`config.mk`:
```
export PLATFORM = sky130hd
export DESIGN_NAME = pid_voltage_controller_unit
export DESIGN_NICKNAME = d
export VERILOG_FILES = /design/src/hdl/pidv_pkg.sv /design/src/hdl/pidv_accum.sv /design/src/hdl/pid_voltage_controller_unit.sv
export SDC_FILE = /design/constraint.sdc
export NUM_CORES = 2
export LEC_CHECK = 0
export ABC_AREA = 0
export BUFFER_PORTS_ARGS = -buffer_cell sky130_fd_sc_hd__buf_2
export CORE_MARGIN = 2
export CORE_UTILIZATION = 65
export CTS_CLUSTER_DIAMETER = 100
export CTS_CLUSTER_SIZE = 8
export DETAILED_ROUTE_END_ITERATION = 16
export GPL_TIMING_DRIVEN = 0
export PLACE_DENSITY_LB_ADDON = 0.05
export SYNTH_ARGS = -nofsm -noshare
export SYNTH_HDL_FRONTEND = slang
export SYNTH_SLANG_ARGS = --single-unit
```
`constraint.sdc`:
```
create_clock -name clk -period 22.4 [get_ports clk]
set_input_delay 2.24 -clock clk [delete_from_list [all_inputs] [get_ports clk]]
set_output_delay 2.24 -clock clk [all_outputs]
set_load 0.1 [all_outputs]
```
`src/hdl/pidv_pkg.sv`:
```
// shared types, register indexes and reset values for the pid voltage controller
`timescale 1ns / 1ps

package pidv_pkg;

	localparam int SAMPLE_W = 8;
	localparam int ERR_W    = SAMPLE_W + 1;
	localparam int GAIN_W   = 16;
	localparam int LIMIT_W  = 16;
	localparam int SUM_W    = 18;
	localparam int IDX_W    = 3;
	localparam int DATA_W   = 16;

	typedef enum logic [1:0] {
		SAT_NONE = 2'd0,
		SAT_HIGH = 2'd1,
		SAT_LOW  = 2'd2
	} sat_t;

	typedef enum logic [IDX_W-1:0] {
		REG_SETPOINT    = 3'd0,
		REG_PROP_GAIN   = 3'd1,
		REG_DERIV_GAIN  = 3'd2,
		REG_INTEG_GAIN  = 3'd3,
		REG_INTEG_LIMIT = 3'd4,
		REG_FF_ONLY     = 3'd5,
		REG_FF_VALUE    = 3'd6
	} reg_idx_t;

	typedef struct packed {
		logic signed [SUM_W-1:0] sum;
		sat_t                    isat;
	} accum_res_t;

	localparam logic [SAMPLE_W-1:0]      SETPOINT_RST    = 8'd120;
	localparam logic signed [GAIN_W-1:0] PROP_GAIN_RST   = 16'sd80;
	localparam logic signed [GAIN_W-1:0] DERIV_GAIN_RST  = -16'sd120;
	localparam logic signed [GAIN_W-1:0] INTEG_GAIN_RST  = 16'sd10;
	localparam logic [LIMIT_W-1:0]       INTEG_LIMIT_RST = 16'd10000;
	localparam logic                     FF_ONLY_RST     = 1'b0;
	localparam logic signed [GAIN_W-1:0] FF_VALUE_RST    = 16'sd100;

endpackage

```
`src/hdl/pidv_accum.sv`:
```
// error sum accumulator with symmetric clamp
`timescale 1ns / 1ps

module pidv_accum (
	input  logic                                  clk,
	input  logic                                  arst_n,
	input  logic                                  en,
	input  logic signed [pidv_pkg::ERR_W-1:0]     err,
	input  logic [pidv_pkg::LIMIT_W-1:0]          limit,
	output pidv_pkg::accum_res_t                  res
);
	import pidv_pkg::*;

	logic signed [SUM_W-1:0] error_sum_q;
	logic signed [SUM_W-1:0] sum_raw;
	logic signed [SUM_W-1:0] lim_pos;
	logic signed [SUM_W-1:0] lim_neg;

	always_comb begin
		sum_raw = error_sum_q + SUM_W'(err);
		lim_pos = signed'({2'b00, limit});
		lim_neg = -lim_pos;
		priority if (sum_raw > lim_pos) begin
			res.sum  = lim_pos;
			res.isat = SAT_HIGH;
		end else if (sum_raw < lim_neg) begin
			res.sum  = lim_neg;
			res.isat = SAT_LOW;
		end else begin
			res.sum  = sum_raw;
			res.isat = SAT_NONE;
		end
	end

	always_ff @(posedge clk or negedge arst_n) begin
		if (!arst_n) begin
			error_sum_q <= '0;
		end else if (en) begin
			error_sum_q <= res.sum;
		end
	end

endmodule

```
`src/hdl/pid_voltage_controller_unit.sv`:
```
// top level of the pid voltage controller: config registers and single-pass datapath
//
//  channel | signals                                   | role
//  --------+-------------------------------------------+----------------------------
//  cfg     | cfg_valid cfg_ready cfg_index cfg_data    | register write, always ready
//  in      | in_valid in_ready sample                  | one adc word per step
//  out     | out_valid out_ready drive *_sat           | one drive word per sample
//
//  one word per cycle sustained while out_ready stays high; input register then result register
//  an accepted word moves from the input register to the result register once that register can take it
//  the error sum update closes its loop between the two registers
//  the input register loads when empty or when the result register moves
//  reset clears all valids, history and error sum, and loads register defaults
`timescale 1ns / 1ps

module pid_voltage_controller_unit (
	input  logic                                clk,
	input  logic                                arst_n,
	input  logic                                cfg_valid,
	output logic                                cfg_ready,
	input  logic [pidv_pkg::IDX_W-1:0]          cfg_index,
	input  logic [pidv_pkg::DATA_W-1:0]         cfg_data,
	input  logic                                in_valid,
	output logic                                in_ready,
	input  logic [pidv_pkg::SAMPLE_W-1:0]       sample,
	output logic                                out_valid,
	input  logic                                out_ready,
	output logic [7:0]                          drive,
	output pidv_pkg::sat_t                      drive_sat,
	output pidv_pkg::sat_t                      prop_sat,
	output pidv_pkg::sat_t                      deriv_sat,
	output pidv_pkg::sat_t                      integ_sat
);
	import pidv_pkg::*;

	localparam int PROD_W  = GAIN_W + ERR_W;
	localparam int PRODI_W = GAIN_W + SUM_W;
	localparam int TERM_W  = PROD_W - 7;
	localparam int ITERM_W = PRODI_W - 10;
	localparam int TOT_W   = ITERM_W + 2;

	function automatic sat_t term_sat(logic signed [TERM_W-1:0] t);
		priority if (t > TERM_W'(127)) begin
			return SAT_HIGH;
		end else if (t < -TERM_W'(127)) begin
			return SAT_LOW;
		end else begin
			return SAT_NONE;
		end
	endfunction

	// config registers
	logic [SAMPLE_W-1:0]      setpoint_q;
	logic signed [GAIN_W-1:0] prop_gain_q;
	logic signed [GAIN_W-1:0] deriv_gain_q;
	logic signed [GAIN_W-1:0] integ_gain_q;
	logic [LIMIT_W-1:0]       integ_limit_q;
	logic                     ff_only_q;
	logic signed [GAIN_W-1:0] ff_value_q;

	// history
	logic [SAMPLE_W-1:0] last_sample_q;
	logic                have_last_q;

	// datapath
	logic valid_s1, out_valid_q;
	logic rdy_out, adv1;

	logic [SAMPLE_W-1:0]        sample_s1;
	logic signed [ERR_W-1:0]    err_c, delta_c;
	accum_res_t                 acc_res;
	logic signed [PROD_W-1:0]   prod_p_c, prod_d_c;
	logic signed [PRODI_W-1:0]  prod_i_c;
	logic [PROD_W-1:0]          p_bias, d_bias;
	logic [PRODI_W-1:0]         i_bias;
	logic signed [TERM_W-1:0]   pterm_c, dterm_c;
	logic signed [ITERM_W-1:0]  iterm_c;
	logic signed [TOT_W-1:0]    total_c, v_c;
	logic [7:0]                 drive_c;
	sat_t                       dsat_c;
	logic [7:0]                 drive_q;
	sat_t                       drive_sat_q, prop_sat_q, deriv_sat_q, integ_sat_q;

	assign cfg_ready = 1'b1;

	always_ff @(posedge clk or negedge arst_n) begin
		if (!arst_n) begin
			setpoint_q    <= SETPOINT_RST;
			prop_gain_q   <= PROP_GAIN_RST;
			deriv_gain_q  <= DERIV_GAIN_RST;
			integ_gain_q  <= INTEG_GAIN_RST;
			integ_limit_q <= INTEG_LIMIT_RST;
			ff_only_q     <= FF_ONLY_RST;
			ff_value_q    <= FF_VALUE_RST;
		end else if (cfg_valid) begin
			unique case (reg_idx_t'(cfg_index))
				REG_SETPOINT:    setpoint_q    <= cfg_data[SAMPLE_W-1:0];
				REG_PROP_GAIN:   prop_gain_q   <= signed'(cfg_data);
				REG_DERIV_GAIN:  deriv_gain_q  <= signed'(cfg_data);
				REG_INTEG_GAIN:  integ_gain_q  <= signed'(cfg_data);
				REG_INTEG_LIMIT: integ_limit_q <= cfg_data;
				REG_FF_ONLY:     ff_only_q     <= cfg_data[0];
				REG_FF_VALUE:    ff_value_q    <= signed'(cfg_data);
				default: ;
			endcase
		end
	end

	// ready chain
	always_comb begin
		rdy_out  = !out_valid_q || out_ready;
		in_ready = !valid_s1 || rdy_out;
		adv1     = valid_s1 && rdy_out;
	end

	always_ff @(posedge clk or negedge arst_n) begin
		if (!arst_n) begin
			valid_s1      <= 1'b0;
			out_valid_q   <= 1'b0;
			last_sample_q <= '0;
			have_last_q   <= 1'b0;
		end else begin
			if (in_ready) valid_s1 <= in_valid;
			if (rdy_out) out_valid_q <= valid_s1;
			if (adv1) begin
				last_sample_q <= sample_s1;
				have_last_q   <= 1'b1;
			end
		end
	end

	// error, delta, error sum
	always_comb begin
		err_c   = signed'({1'b0, setpoint_q}) - signed'({1'b0, sample_s1});
		delta_c = have_last_q ? signed'({1'b0, sample_s1}) - signed'({1'b0, last_sample_q})
		                      : '0;
	end

	pidv_accum u_accum (
		.clk    (clk),
		.arst_n (arst_n),
		.en     (adv1),
		.err    (err_c),
		.limit  (integ_limit_q),
		.res    (acc_res)
	);

	// products and rounding toward zero
	always_comb begin
		prod_p_c = prop_gain_q * err_c;
		prod_d_c = deriv_gain_q * delta_c;
		prod_i_c = integ_gain_q * acc_res.sum;
		p_bias   = prod_p_c + {{(PROD_W-7){1'b0}}, {7{prod_p_c[PROD_W-1]}}};
		d_bias   = prod_d_c + {{(PROD_W-7){1'b0}}, {7{prod_d_c[PROD_W-1]}}};
		i_bias   = prod_i_c + {{(PRODI_W-10){1'b0}}, {10{prod_i_c[PRODI_W-1]}}};
		pterm_c  = p_bias[PROD_W-1:7];
		dterm_c  = d_bias[PROD_W-1:7];
		iterm_c  = i_bias[PRODI_W-1:10];
	end

	// sum, select, clamp
	always_comb begin
		total_c = TOT_W'(pterm_c) + TOT_W'(dterm_c) + TOT_W'(iterm_c);
		v_c     = ff_only_q ? TOT_W'(ff_value_q) : total_c;
		priority if (v_c > TOT_W'(255)) begin
			drive_c = 8'hff;
			dsat_c  = SAT_HIGH;
		end else if (v_c < 0) begin
			drive_c = 8'h00;
			dsat_c  = SAT_LOW;
		end else begin
			drive_c = v_c[7:0];
			dsat_c  = SAT_NONE;
		end
	end

	always_ff @(posedge clk) begin
		if (in_valid && in_ready) begin
			sample_s1 <= sample;
		end
		if (adv1) begin
			drive_q     <= drive_c;
			drive_sat_q <= dsat_c;
			prop_sat_q  <= term_sat(pterm_c);
			deriv_sat_q <= term_sat(dterm_c);
			integ_sat_q <= acc_res.isat;
		end
	end

	assign out_valid = out_valid_q;
	assign drive     = drive_q;
	assign drive_sat = drive_sat_q;
	assign prop_sat  = prop_sat_q;
	assign deriv_sat = deriv_sat_q;
	assign integ_sat = integ_sat_q;

endmodule

```
---- Word level (Yosys, flattened, before mapping) ----
Index checks and enable logic that the tools add are counted.
word-level totals
  bits in registers ....................... 142
  input port bits ......................... 32
  output and inout bits ................... 19
  word-level logic and storage cells ...... 66
operators by class
  $add $sub $neg .......................... 9
  $mul .................................... 3
  magnitude comparators ................... 8
  equality and inequality tests ........... 6
  multiplexer cells ....................... 8
  reductions and logical operators ........ 14
operators with widths
  cell                   count
  $add A25 B7 Y25        2
  $mul A16 B9 Y25        2
  $mux W20               2
  $gt A18 B8 Y1 const B  2
  $lt A18 B8 Y1 const B  2
  $add A34 B10 Y34       1
  $mul A16 B18 Y34       1
  $gt A26 B9 Y1 const B  1
  $lt A26 B1 Y1 const B  1
  $mux W26               1
  $add A19 B24 Y25       1
  $add A18 B18 Y19       1
  $add A18 B9 Y18        1
  $gt A18 B17 Y1         1
  $lt A18 B18 Y1         1
  $neg A16 Y18           1
  $sub A8 B8 Y9          2
  $reduce_and A2 Y1      7
  $eq A3 B3 Y1 const B   3
  $mux W9                1
  $mux W8                1
  $eq A3 B2 Y1 const B   2
  $mux W2                3
  $eq A3 B1 Y1 const B   1
  other kinds (4)        7

---- Longest topological paths before layout ----
  depth in word-level cells ............... 11
  mapped depth ............................ 79
  mapped depth without buffers ............ 73

---- Cells and area by module ----
A second synthesis with hierarchy kept.
second synthesis, totals
  cell total of the unflattened synthesis .. 3,542
  area, all modules ....................... 32,772.7 um^2
by module, submodules not included
  module                       times used  cells an instance  area each (um^2)
  pid_voltage_controller_unit  1           3,117              29,404.5
  pidv_accum                   1           425                3,368.2

---- Least setup slack after synthesis ----
Ideal clock, no wire load.
  kind .................................... register to register
  start ................................... register sample_s1[1]
  end ..................................... register drive_q[0], in the netlist drive[0], data pin
  library setup time ...................... 0.254 ns
  arrival time ............................ 16.065 ns
  required time ........................... 22.146 ns
  path slack .............................. 6.081 ns
  stages on the path, launching flop included .. 72
  period minus slack after synthesis ...... 16.319 ns
  path through ............................ edfxtp_1 -> inv_1 -> ha_1 -> nor2b_1 -> o21ai_0 -> nand2b_1 -> a21o_1 -> a21oi_1 -> o21bai_1 -> a21oi_1 -> xnor2_1 -> clkbuf_1 -> ha_1 -> o21ai_1 -> or2_1 -> or4_4 -> nand3_1 -> a22oi_1 -> [36 not listed] -> o2bb2ai_2 -> a31oi_4 -> buf_6 -> a31oi_1 -> a31oi_1 -> fa_1 -> ha_1 -> clkbuf_1 -> and2_1 -> o31ai_1 -> and2_1 -> o211ai_1 -> a211oi_1 -> o21ai_0 -> o21a_1 -> o41ai_1 -> a31oi_1 -> a21o_1
between the ends
  cells in the longest elaborated chain, start to end .. 11
  elaborated cells between the ends (all ways) .. 20
RTL lines
  element                   line                                text
  start: declaration        pid_voltage_controller_unit.sv:69   logic [SAMPLE_W-1:0] sample_s1;
  start signal: assignment  pid_voltage_controller_unit.sv:179  sample_s1 <= sample;
  $sub A8 B8 Y9             pid_voltage_controller_unit.sv:134  err_c = signed'({1'b0, setpoint_q}) - signed'({1'b0, sample_s1});
  $add A18 B9 Y18           pidv_accum.sv:20                    sum_raw = error_sum_q + SUM_W'(err);
  $lt A18 B18 Y1            pidv_accum.sv:26                    end else if (sum_raw < lim_neg) begin
  $mux W20                  pidv_accum.sv:26
  $mux W20                  pidv_accum.sv:23                    priority if (sum_raw > lim_pos) begin
  $mul A16 B18 Y34          pid_voltage_controller_unit.sv:152  prod_i_c = integ_gain_q * acc_res.sum;
  $add A34 B10 Y34          pid_voltage_controller_unit.sv:155  i_bias = prod_i_c + {{(PRODI_W-10){1'b0}}, {10{prod_i_c[PRODI_W-1]}}};
  $add A19 B24 Y25 *        pid_voltage_controller_unit.sv:163  total_c = TOT_W'(pterm_c) + TOT_W'(dterm_c) + TOT_W'(iterm_c);
  $mux W26 *                pid_voltage_controller_unit.sv:164  v_c = ff_only_q ? TOT_W'(ff_value_q) : total_c;
  $lt A26 B1 Y1             pid_voltage_controller_unit.sv:168  end else if (v_c < 0) begin
  $mux W8                   pid_voltage_controller_unit.sv:168
  end signal: assignment    pid_voltage_controller_unit.sv:182  drive_q <= drive_c;
  end: declaration          pid_voltage_controller_unit.sv:81   logic [7:0] drive_q;
Every way passes the cells marked *; elsewhere a longest branch is shown, timed or not.
A chain may end at the register's enable or synchronous reset.

---- Worst setup path in the final report ----
  start ................................... register sample_s1[0]
  end ..................................... register drive_q[3], in the netlist drive[3], data pin
The elaborated chain is that of the path after synthesis.

==> results by group <==
Run status
  – Outcome: complete, no violations

Timing
  – Tmin final: 21.25 ns
  – RSZ-0062 raised after global routing: false
  – Tcrit/Tclk final: 94.86%
  – Final hold vios: 0
  – Max-slew headroom: approximately 25%
  – Peak Freq: 47.06 MHz
  – Final setup TNS: 0 ns
  – Max Clock Skew: 0.01459 ns
  – Pins over their slew limit: 0
  – Final setup viols: 0
  – Slew at the pin closest to its max-slew limit: between 1 and 1.5 ns

Logic synthesis
  – Synth Flop Type: dfrtp_1
  – Synthesized net count: 4521
  – Mapped Cells: 3639
  – Share of synthesized flip-flops with an asynchronous set or reset: around 83%
  – Netlist cell types: just over 90
  – Synth Cell Area: about 33000 um2
  – Post-synth EDFFs: 24
  – #FFs+latches synth: between 100 and 150
  – Seq/Total Area, Yosys: 11.25%
  – Ys Warns: 0
  – Mean post-synth cell area: roughly 9 um2

Critical path
  – Worst R2R Setup Slack: 1.15 ns
  – Setup crit start kind: flop
  – Critical path's slowest cell: o21ai_1
  – Crit-path max FO: 10
  – WP data arrival: 21.47 ns
  – Crit end category: flop
  – Crit-path most repeated cell: fa_1
  – Slowest Stage Delay on Critical Path: 0.82 ns
  – Crit Path Class: reg -> reg
  – Worst EP required: 22.62 ns
  – Crit path max-delay family: compound AO/OA/AOI/OAI gates
  – Crit path buf inv count: 9

Finish
  – Register area: 3706 um2
  – Multi-input gate area: 26110 um2
  – Layout Nets: 4589
  – Area growth syn-to-layout: 5.324%
  – Final core occ: 69.30%
  – # fillers: 4046
  – Layout cells sized above 1: 7.258%

Floorplan
  – Die Y: between 200 and 250 um
  – Core ar.: between 50000 and 60000 um2
  – Initial core utilization: 65.80%
  – Die Wd: about 230 um
  – Top Ports: 51
  – Num rows: 82
  – Die Area: 52500 um2

Route
  – DRC viols: 0
  – Routed len/inst: roughly 21 um
  – DRT Pass-1 Iters: 7
  – Vias/cell: about 5.9
  – Vias: 26030
  – WL final: between 90000 and 100000 um
  – Iteration-0 DRC Markers: 2192
  – Routed Antenna Nets: 0

GRT
  – Initial antenna violation count: 3
  – First-pass GRT wire length: 147000 um
  – Number of global-route vias before repair: between 20000 and 30000
  – Largest net degree at the start of global routing: 72
  – GRT Total Usage: 36.54%
  – GR Overflow Total: 0

CTS
  – Post-CTS setup buffers: 0
  – CTS resizes: 0
  – CTS Buf Count: 17
  – Number of hold buffers added after cts: 0
  – CTS sink count: 142
  – CTS max path bufs: 2
  – Clk pin slew, worst setup/hold paths: 0.07 ns
  – CTS root buffer: clkbuf_16
  – H-tree Lvls: 4
  – Worst skew pair latency: roughly 0.47 ns
  – TritonCTS clock tree: built

Placement
  – IO buf count: 47
  – HPWL Detailed: 76690 um
  – Gpl congestion: between 1 and 1.5

Hold path
  – Tightest Hold Check Type: reg -> reg

Job
  – Max-cap check violation count: 0
==> layout make-up <==
type,instances,share of cell area (%)
multi-input cells,2677,75.25
inverters,679,7.345
diodes,6,0.04327
clock inverters,12,0.4147
well taps,672,2.423
plain buffers,141,1.677
clock buffers,20,1.381
repair buffers,49,0.7897
flip-flops and latches,142,10.68
==> sequential cells by signal, indices dropped and copies added (netlist names), 2 cells and up <==
| name | count |
|---|---|
| deriv_sat | 2 |
| ff_value_q | 16 |
| drive | 8 |
| deriv_gain_q | 16 |
| setpoint_q | 8 |
| integ_gain_q | 16 |
| last_sample_q | 8 |
| sample_s1 | 8 |
| drive_sat | 2 |
| prop_sat | 2 |
| integ_limit_q | 16 |
| integ_sat | 2 |
| prop_gain_q | 16 |
| u_accum.error_sum_q | 18 |
==> cells by family after synthesis <==
logic type / count (synthesis) / synth area share, %
simple gates: 1081 / 16.74
fa+ha+maj: 850 / 44.95
buf+inv: 820 / 9.498
compound gates: 463 / 9.350
xor+xnor: 186 / 4.945
flops: 142 / 11.25
mux: 96 / 3.251
other cells: 1 / 0.01138
==> per-stage QoR <==
| step | instance area (um2) | hold WS (ns) | setup WS [ns] | cells |
|---|---|---|---|---|
| after floorplan | 32950 | 0.4498 | 6.081 | 3639 |
| after global placement | 34020 | 0.4628 | 1.982 | 4358 |
| after detailed placement | 34060 | 0.4708 | 1.586 | 4359 |
| after CTS | 34680 | 0.4850 | 1.508 | 4391 |
| after global routing | 34680 | 0.5124 | 0.2461 | 4392 |
| final | 34700 | 0.4800 | 1.150 | 4398 |
==> layer usage <==
layer	part of all wire, %	global-route usage (%)	vias to the layer above
met3	9.3	8.578	161
met5	0	0	-
li1	-	-	11770
met4	3.4	12.46	0
met2	45	56.01	1039
met1	42	51.39	13060
==> synth_stat cells, types with 26 or more instances <==
cell	instances	share of area [%]
and2_1	176	3.3
buf_1	30	0.34
dfstp_2	26	2.1
nor2_1	124	1.4
a21oi_1	111	1.7
mux2_2	88	3.0
a21o_1	54	1.2
nand2_1	407	4.6
xor2_1	70	1.9
nand2b_1	33	0.63
dfrtp_1	92	7.0
nand3_1	34	0.52
xnor2_1	116	3.1
o21ai_0	92	1.4
fa_1	556	34
inv_1	678	7.7
nor3_1	42	0.64
clkbuf_1	86	0.98
o21a_1	30	0.68
nor2b_1	45	0.85
ha_1	294	11
and3_1	72	1.4
==> cell usage in the layout (no fill, tap or decap), drive strengths merged, types with 45 or more instances in the layout <==
cell    instances
and3           72
xor2           70
fa            556
a21o           54
a21oi         111
and2          181
xnor2         116
mux2           88
o21ai          98
nor2          124
buf           104
nand2         408
nor2b          45
dfrtp          92
clkbuf        106
ha            294
inv           686
==> worst reg2reg max path: cells and delay by family (launching register included) <==
family	cells	cell delay (ns)
xor+xnor	2	0.76
simple gates	14	2.96
buf+inv	9	2.01
compound gates	28	8.83
fa+ha+maj	14	5.85
flops	1	0.46
mux	1	0.17
==> path summary, 6_finish.rpt <==
| kind | from | to | cells past startpoint |
|---|---|---|---|
| worst max-delay path | sample_s1[0]$_DFFE_PP_ | drive[3]$_SDFFCE_PN1P_ | 68 |
| worst min-delay path | last_sample_q[7]$_DFFE_PN0P_ | last_sample_q[7]$_DFFE_PN0P_ | 2 |
| worst max register to register | sample_s1[0]$_DFFE_PP_ | drive[3]$_SDFFCE_PN1P_ | 68 |
| worst min register to register | last_sample_q[7]$_DFFE_PN0P_ | last_sample_q[7]$_DFFE_PN0P_ | 2 |
| max in group asynchronous | arst_n | integ_limit_q[13]$_DFFE_PN1P_ | 2 |
| min in group asynchronous | arst_n | prop_gain_q[14]$_DFFE_PN0P_ | 1 |
Power is not shown: default switching activity piles up to over one toggle a cycle in this logic, so the estimate is an artifact.
